**src/rtl/core/bankers_safety_check_assert.svh**
```systemverilog
// Assertion macros for the banker's safety check block.
`ifndef BANKERS_SAFETY_CHECK_ASSERT_SVH
`define BANKERS_SAFETY_CHECK_ASSERT_SVH

// Same-cycle implication, checked on every rising clock edge outside reset.
`define BSC_ASSERT_NOW(label, ante, cons, msg) \
  label: assert property (@(posedge clk) disable iff (rst) (ante) |-> (cons)) \
    else $error(msg);

// Next-cycle implication, checked on every rising clock edge outside reset.
`define BSC_ASSERT_NEXT(label, ante, cons, msg) \
  label: assert property (@(posedge clk) disable iff (rst) (ante) |=> (cons)) \
    else $error(msg);

`endif

```
**src/rtl/core/bsc_pkg.sv**
```systemverilog
// Shared types and constants for the banker's safety check block.
package bsc_pkg;

  localparam int MAX_PROCESSES_DEF = 16;
  localparam int MAX_RESOURCES_DEF = 16;
  localparam int AMOUNT_BITS_DEF   = 16;

  localparam int CFG_BITS   = 5;
  localparam int PADDR_BITS = 3;
  localparam int PDATA_BITS = 32;

  // Register select, taken from paddr[2]
  localparam logic REG_NUM_PROC = 1'b0;
  localparam logic REG_NUM_RES  = 1'b1;

  typedef enum logic [1:0] {
    KIND_CLAIM = 2'd0,
    KIND_ALLOC = 2'd1,
    KIND_AVAIL = 2'd2,
    KIND_RUN   = 2'd3
  } kind_t;

  typedef enum logic [2:0] {
    ST_IDLE,
    ST_SCAN,
    ST_CHK_RD,
    ST_CHK_CMP,
    ST_ADD_RD,
    ST_ADD_WR,
    ST_EMIT_RD,
    ST_EMIT_OUT
  } state_t;

  typedef struct packed {
    logic load;
    logic run_init;
    logic rd_chk;
    logic next_r;
    logic next_p;
    logic pick;
    logic rd_add;
    logic wr_add;
    logic rescan;
    logic rd_ord;
    logic emit;
    logic emit_dead;
  } cmd_t;

  typedef struct packed {
    logic p_done;
    logic p_flag;
    logic r_last;
    logic fits;
    logic all_done;
    logic p_last;
  } stat_t;

endpackage

```
**src/rtl/core/bsc_ctrl.sv**
```systemverilog
// Control state machine: sequences loads, the safety scan, releases and result output.
module bsc_ctrl import bsc_pkg::*; (
  input  logic       clk,
  input  logic       rst,
  input  logic       start,
  input  logic [1:0] kind,
  input  stat_t      stat,
  output cmd_t       cmd,
  output logic       busy
);

  state_t state, state_next;

  always_ff @(posedge clk) begin
    if (rst) begin
      state <= ST_IDLE;
    end else begin
      state <= state_next;
    end
  end

  always_comb begin
    state_next = state;
    cmd        = '0;
    busy       = (state != ST_IDLE);
    case (state)
      ST_IDLE: begin
        if (start) begin
          if (kind == KIND_RUN) begin
            cmd.run_init = 1'b1;
            state_next   = ST_SCAN;
          end else begin
            cmd.load = 1'b1;
          end
        end
      end
      ST_SCAN: begin
        if (stat.p_done) begin
          // No process picked in this pass: the run is over
          if (stat.all_done) begin
            cmd.rescan = 1'b1;
            state_next = ST_EMIT_RD;
          end else begin
            cmd.emit_dead = 1'b1;
            state_next    = ST_IDLE;
          end
        end else if (stat.p_flag) begin
          cmd.next_p = 1'b1;
        end else begin
          cmd.rd_chk = 1'b1;
          state_next = ST_CHK_CMP;
        end
      end
      ST_CHK_RD: begin
        cmd.rd_chk = 1'b1;
        state_next = ST_CHK_CMP;
      end
      ST_CHK_CMP: begin
        if (!stat.fits) begin
          cmd.next_p = 1'b1;
          state_next = ST_SCAN;
        end else if (stat.r_last) begin
          cmd.pick   = 1'b1;
          state_next = ST_ADD_RD;
        end else begin
          cmd.next_r = 1'b1;
          state_next = ST_CHK_RD;
        end
      end
      ST_ADD_RD: begin
        cmd.rd_add = 1'b1;
        state_next = ST_ADD_WR;
      end
      ST_ADD_WR: begin
        cmd.wr_add = 1'b1;
        if (stat.r_last) begin
          // Restart from the lowest process after every release
          cmd.rescan = 1'b1;
          state_next = ST_SCAN;
        end else begin
          cmd.next_r = 1'b1;
          state_next = ST_ADD_RD;
        end
      end
      ST_EMIT_RD: begin
        cmd.rd_ord = 1'b1;
        state_next = ST_EMIT_OUT;
      end
      ST_EMIT_OUT: begin
        cmd.emit = 1'b1;
        if (stat.p_last) begin
          state_next = ST_IDLE;
        end else begin
          cmd.next_p = 1'b1;
          state_next = ST_EMIT_RD;
        end
      end
      default: begin
        state_next = ST_IDLE;
      end
    endcase
  end

endmodule

```
**config.mk**
```make
export PLATFORM = sky130hd
export DESIGN_NAME = bsc_ctrl
export DESIGN_NICKNAME = d
export VERILOG_FILES = /design/src/rtl/core/bankers_safety_check_assert.svh /design/src/rtl/core/bsc_pkg.sv /design/src/rtl/core/bsc_ctrl.sv
export SDC_FILE = /design/constraint.sdc
export NUM_CORES = 1
export LEC_CHECK = 0
export BUFFER_PORTS_ARGS = -buffer_cell sky130_fd_sc_hd__buf_4
export CAP_MARGIN = 20
export CORE_AREA = 4 4 41 43
export CTS_CLUSTER_DIAMETER = 30
export DETAILED_ROUTE_END_ITERATION = 16
export DIE_AREA = 0 0 45 47
export GPL_ROUTABILITY_DRIVEN = 0
export PLACE_DENSITY = 0.67
export SLEW_MARGIN = 20
export SYNTH_ARGS = -nofsm -noshare
export SYNTH_HDL_FRONTEND = slang
export SYNTH_SLANG_ARGS = --single-unit
```
**constraint.sdc**
```tcl
create_clock -name clk -period 1.2 [get_ports clk]
set_clock_uncertainty 0.15 [all_clocks]
set_input_delay 0.24 -clock clk [delete_from_list [all_inputs] [get_ports clk]]
set_output_delay 0.24 -clock clk [all_outputs]
set_load 0.02 [all_outputs]
```
Word-level counts from Yosys, hierarchy flattened
Index checks and enable logic that the tools add are counted.

word-level totals
  logic and storage cells = 53
  output and inout port bits = 13
  input bits = 11
  bits in registers = 3

cells by class
  equal/unequal tests = 11
  reductions and logical operators = 3
  muxes and demuxes = 38

operators with widths
  kind                                            count
  2-to-1 mux 3 bit                                9
  one-hot mux 3 bit (8 select lines)              1
  2-to-1 mux 1 bit                                22
  == test 3 bit (second input constant)           4
  == test 3 x 2 -> 1 bit (second input constant)  2
  one-hot mux 1 bit (2 select lines)              3
  2-to-1 mux 2 bit                                2
  != test 2 bit (second input constant)           2
  == test 3 x 1 -> 1 bit (second input constant)  1
  zero test 3 bit                                 1
  != test 3 bit (second input constant)           1
  one-hot mux 1 bit (3 select lines)              1
  AND reduction 3 bit                             1
  nonzero test 3 bit                              1
  == test 2 bit (second input constant)           1

Depth between registers and ports, before layout
  word-level depth = 4
  depth in mapped cells = 5
  depth with buffers taken out = 3

Worst setup path after synthesis
OpenSTA, ideal clock, no wires.

  kind = register to output
  start = register state[0]
  end = output port cmd[0] (netlist name)
  data arrival time = 1.339 ns
  stages on the path, launching flop included = 4
  required time = 0.810 ns
  path buffers = 1
  slack = -0.529 ns
  cells stage by stage = dfxtp_1 > buf_2 > inv_1 > nor4_1

RTL lines
  what                    RTL line        text
  start, declared         bsc_ctrl.sv:12  state_t state, state_next;
  start signal, assigned  bsc_ctrl.sv:18  state <= state_next;
  end, declared           bsc_ctrl.sv:8   output cmd_t cmd,

==> impl_results.md <==
- DRC viols: 0
- Area leader, netlist: dfxtp_1
- Crit path launch: state[1]
- # setup viols final: 16
- Vias per Instance: 5.31
- R2r endpoint: state[0]
- Routed wl met2: 1000 um
- Die Wd: 45 um
- Post-synthesis xor/xnor area fraction: 0
- Max reg flops: 3
- Vias in the first global route: 622
- Largest Register: state
- Total congestion overflow: 0
- Antenna Nets Post-Route: 0
- Post-synthesis sequential area ratio: 0.161
- RSZ-0062 raised after global routing: true
- FF+latch count, synth: 3
- TritonCTS buffer count: 3
- CP max stage cell: dfxtp_4
- Post-Synthesis Cells: 53
- Post-synthesis adder-cell area fraction: 0
- CP cell instances: buf_6, nor3_4, nand2_2, a21oi_4, buf_6
- Core area: 0.00130 mm^2
- Worst VDD drop: 0.415 mV
- Initial antenna violation count: 0
- Initial DRC Count: 11
- Area growth syn-to-layout: 180%
- # rows: 13
- Crit. path cell count: 5
- Area after DPL: 724 um^2
- Setup crit end: cmd[11]
- Most used flip-flop cell after synthesis: dfxtp_1
- Most common cell in the netlist: nor2_1
- First-pass GRT wire length: 2580 um
- Slew Limit Fails: 0
- M1 WL: 822 um
- Die Area: 0.00212 mm^2
- Initial core utilization: 0.288
- Post-Place Setup Slack: -0.266 ns
- Clk_lat worst skew: 0.23 ns
- CP Buf/Inv Count: 2
- Post-route clock period utilization: 1.40
- Number of I/O port buffers: 23
- H-tree levels: 1
- Die H: 47 um
- Bufs on Longest Clock Path: 2
- LEAKAGE: 0.481 nW
- DRT Pass-1 Iters: 4
- Fin nets: 114
- Post-Syn Nets: 64
- Slew @ Worst Pin: 0.260 ns
- Top sig layer: met4
- Mean routed wirelength per cell: 16.5 um
- Worst hold path type: input pin to flop
- CP Max Fanout: 4
- R2R depth: 6
- Mapped cell area: 374 um^2
- Post-route cell area: 0.00105 mm^2
- Fmax: 597 MHz
- Area share of the largest cell type after synthesis: 0.161
- Proportion of synthesized area in mux cells: 0
- Reg2reg setup slack: -0.26 ns
- Slowest cell delay on critical path: 0.35 ns
- Worst-path clk slew: 0.04 ns
- Relative slew margins: 0.826
- Async SR Flop Fraction: 0
- Synth Warn #: 0
- EDFF count, synth: 0
- CP Class: flop to primary output
- Synth Area per Inst: 7.06 um^2
- DR vias: 621
- Top delay family on crit path: flip-flops
- Met3 Routed Length: 92 um
- WP data required: 0.81 ns
- Largest registers: state x3
- Critical path startpoint category: flop
- Synth unique cells: 29
- Power density over the cells: 444 mW/mm^2
- Pin count of the biggest net entering global routing: 11
- TritonCTS clock tree: yes
- Post-Synth Simple-Gate Area: 0.361
- WP data arrival: 1.29 ns
- Largest family of logic cells by synthesized area: compound AO/OA/AOI/OAI gates
- I/O Pins: 24
- Core Util, Final: 0.805
- Clock Sinks: 3
- Worst path most repeated cell: buf_6
- Final HPWL from detailed placement: 1090 um
- Root Buffer: clkbuf_4
- Final worst slack: -0.476 ns
- Final min period: 1.68 ns
- Compound-gate portion of the synthesized area: 0.378
- Run status: finished, violations left
- N_diodes: 0
- CTS hold repair buffers: 0
- MaxCap Viol Count: 0
- Post-synth top cells: nor2_1, and3_1, inv_1
- Ratio of cells with drive above 1 in the final layout: 0.804
- Final hold violation count: 0
- Setup crit end kind: primary output
- Total routed wirelength: 1940 um
- Reg2Reg Launch Point: state[2]
- Gr usage total: 0.166
- Violated checks: negative setup slack
- Ranking of synthesized cells by area: dfxtp_1, and3_1, nor2_1
==> layer usage <==
| layer | global-route usage | vias to the layer above |
|---|---|---|
| li1 | - | 299 |
| met1 | 0.189 | 293 |
| met2 | 0.302 | 27 |
| met3 | 0.0383 | 2 |
| met4 | 0.0585 | 0 |
| met5 | 0 | - |
==> logic make-up after synthesis <==
logic type | after synthesis
and+or+nand+nor | 24
AOI/OAI and AO/OA | 18
buffers and inverters | 8
DFF | 3
==> power breakdown <==
group	switching [mW]	leakage [nW]	internal (mW)
registers	0.00333	0.0266	0.0976
clock network	0.0520	0.0150	0.125
logic	0.0897	0.439	0.0982
==> worst reg2reg max path, stage by stage, from the launching register on <==
cell,delay (ns)
dfxtp_4,0.36
buf_6,0.12
clkbuf_16,0.14
buf_6,0.11
o21ai_4,0.13
o31ai_4,0.09
a221oi_2,0.26
==> cell usage in the layout, fill, tap and decap left out, types with 2 or more instances in the layout <==
cell type,Yosys,layout
nor2_2,0,2
and2_4,0,2
o211a_1,2,2
nand2_1,3,2
nor2_1,6,3
buf_6,0,25
and3_4,0,4
nand3_1,2,2
inv_2,0,2
dfxtp_4,0,3
inv_1,4,2
clkbuf_4,0,3
nand2b_1,3,3
buf_4,1,22
==> how the worst min path moves through the flow <==
stage	start	slack [ns]	cells after the start	end
after floorplan	rst	0.16	1	state[2]
after global placement	rst	0.27	2	state[2]
after detailed placement	rst	0.28	2	state[2]
after CTS	rst	0.03	2	state[2]
after global routing	rst	0.04	2	state[0]
final	rst	0.05	2	state[0]
==> area by class of cell <==
type	count	area, um^2
clock buffer	4	26.3
fill	80	254
inverter	4	15.0
multi-input combinational	42	424
sequential	3	71.3
tap	15	18.8
timing repair buffer	49	492
==> what timing repair did <==
action,CTS,global route
setup endpoints to repair,16,16
setup buffers,5,9
resized for setup,25,27
pin swaps,9,12
cloned,0,1
==> stage by stage <==
stage               TNS (ns)  hold slack, ns  cells  power [mW]
finish                 -5.58          0.0461    117       0.465
global route           -6.24          0.0403    117       0.495
CTS                    -5.45          0.0307    109       0.444
detailed placement     -2.98           0.276    100       0.240
global placement       -2.92           0.274    100       0.239
floorplan              -1.22           0.159     53       0.170
Power figures use the tool's default switching activity.
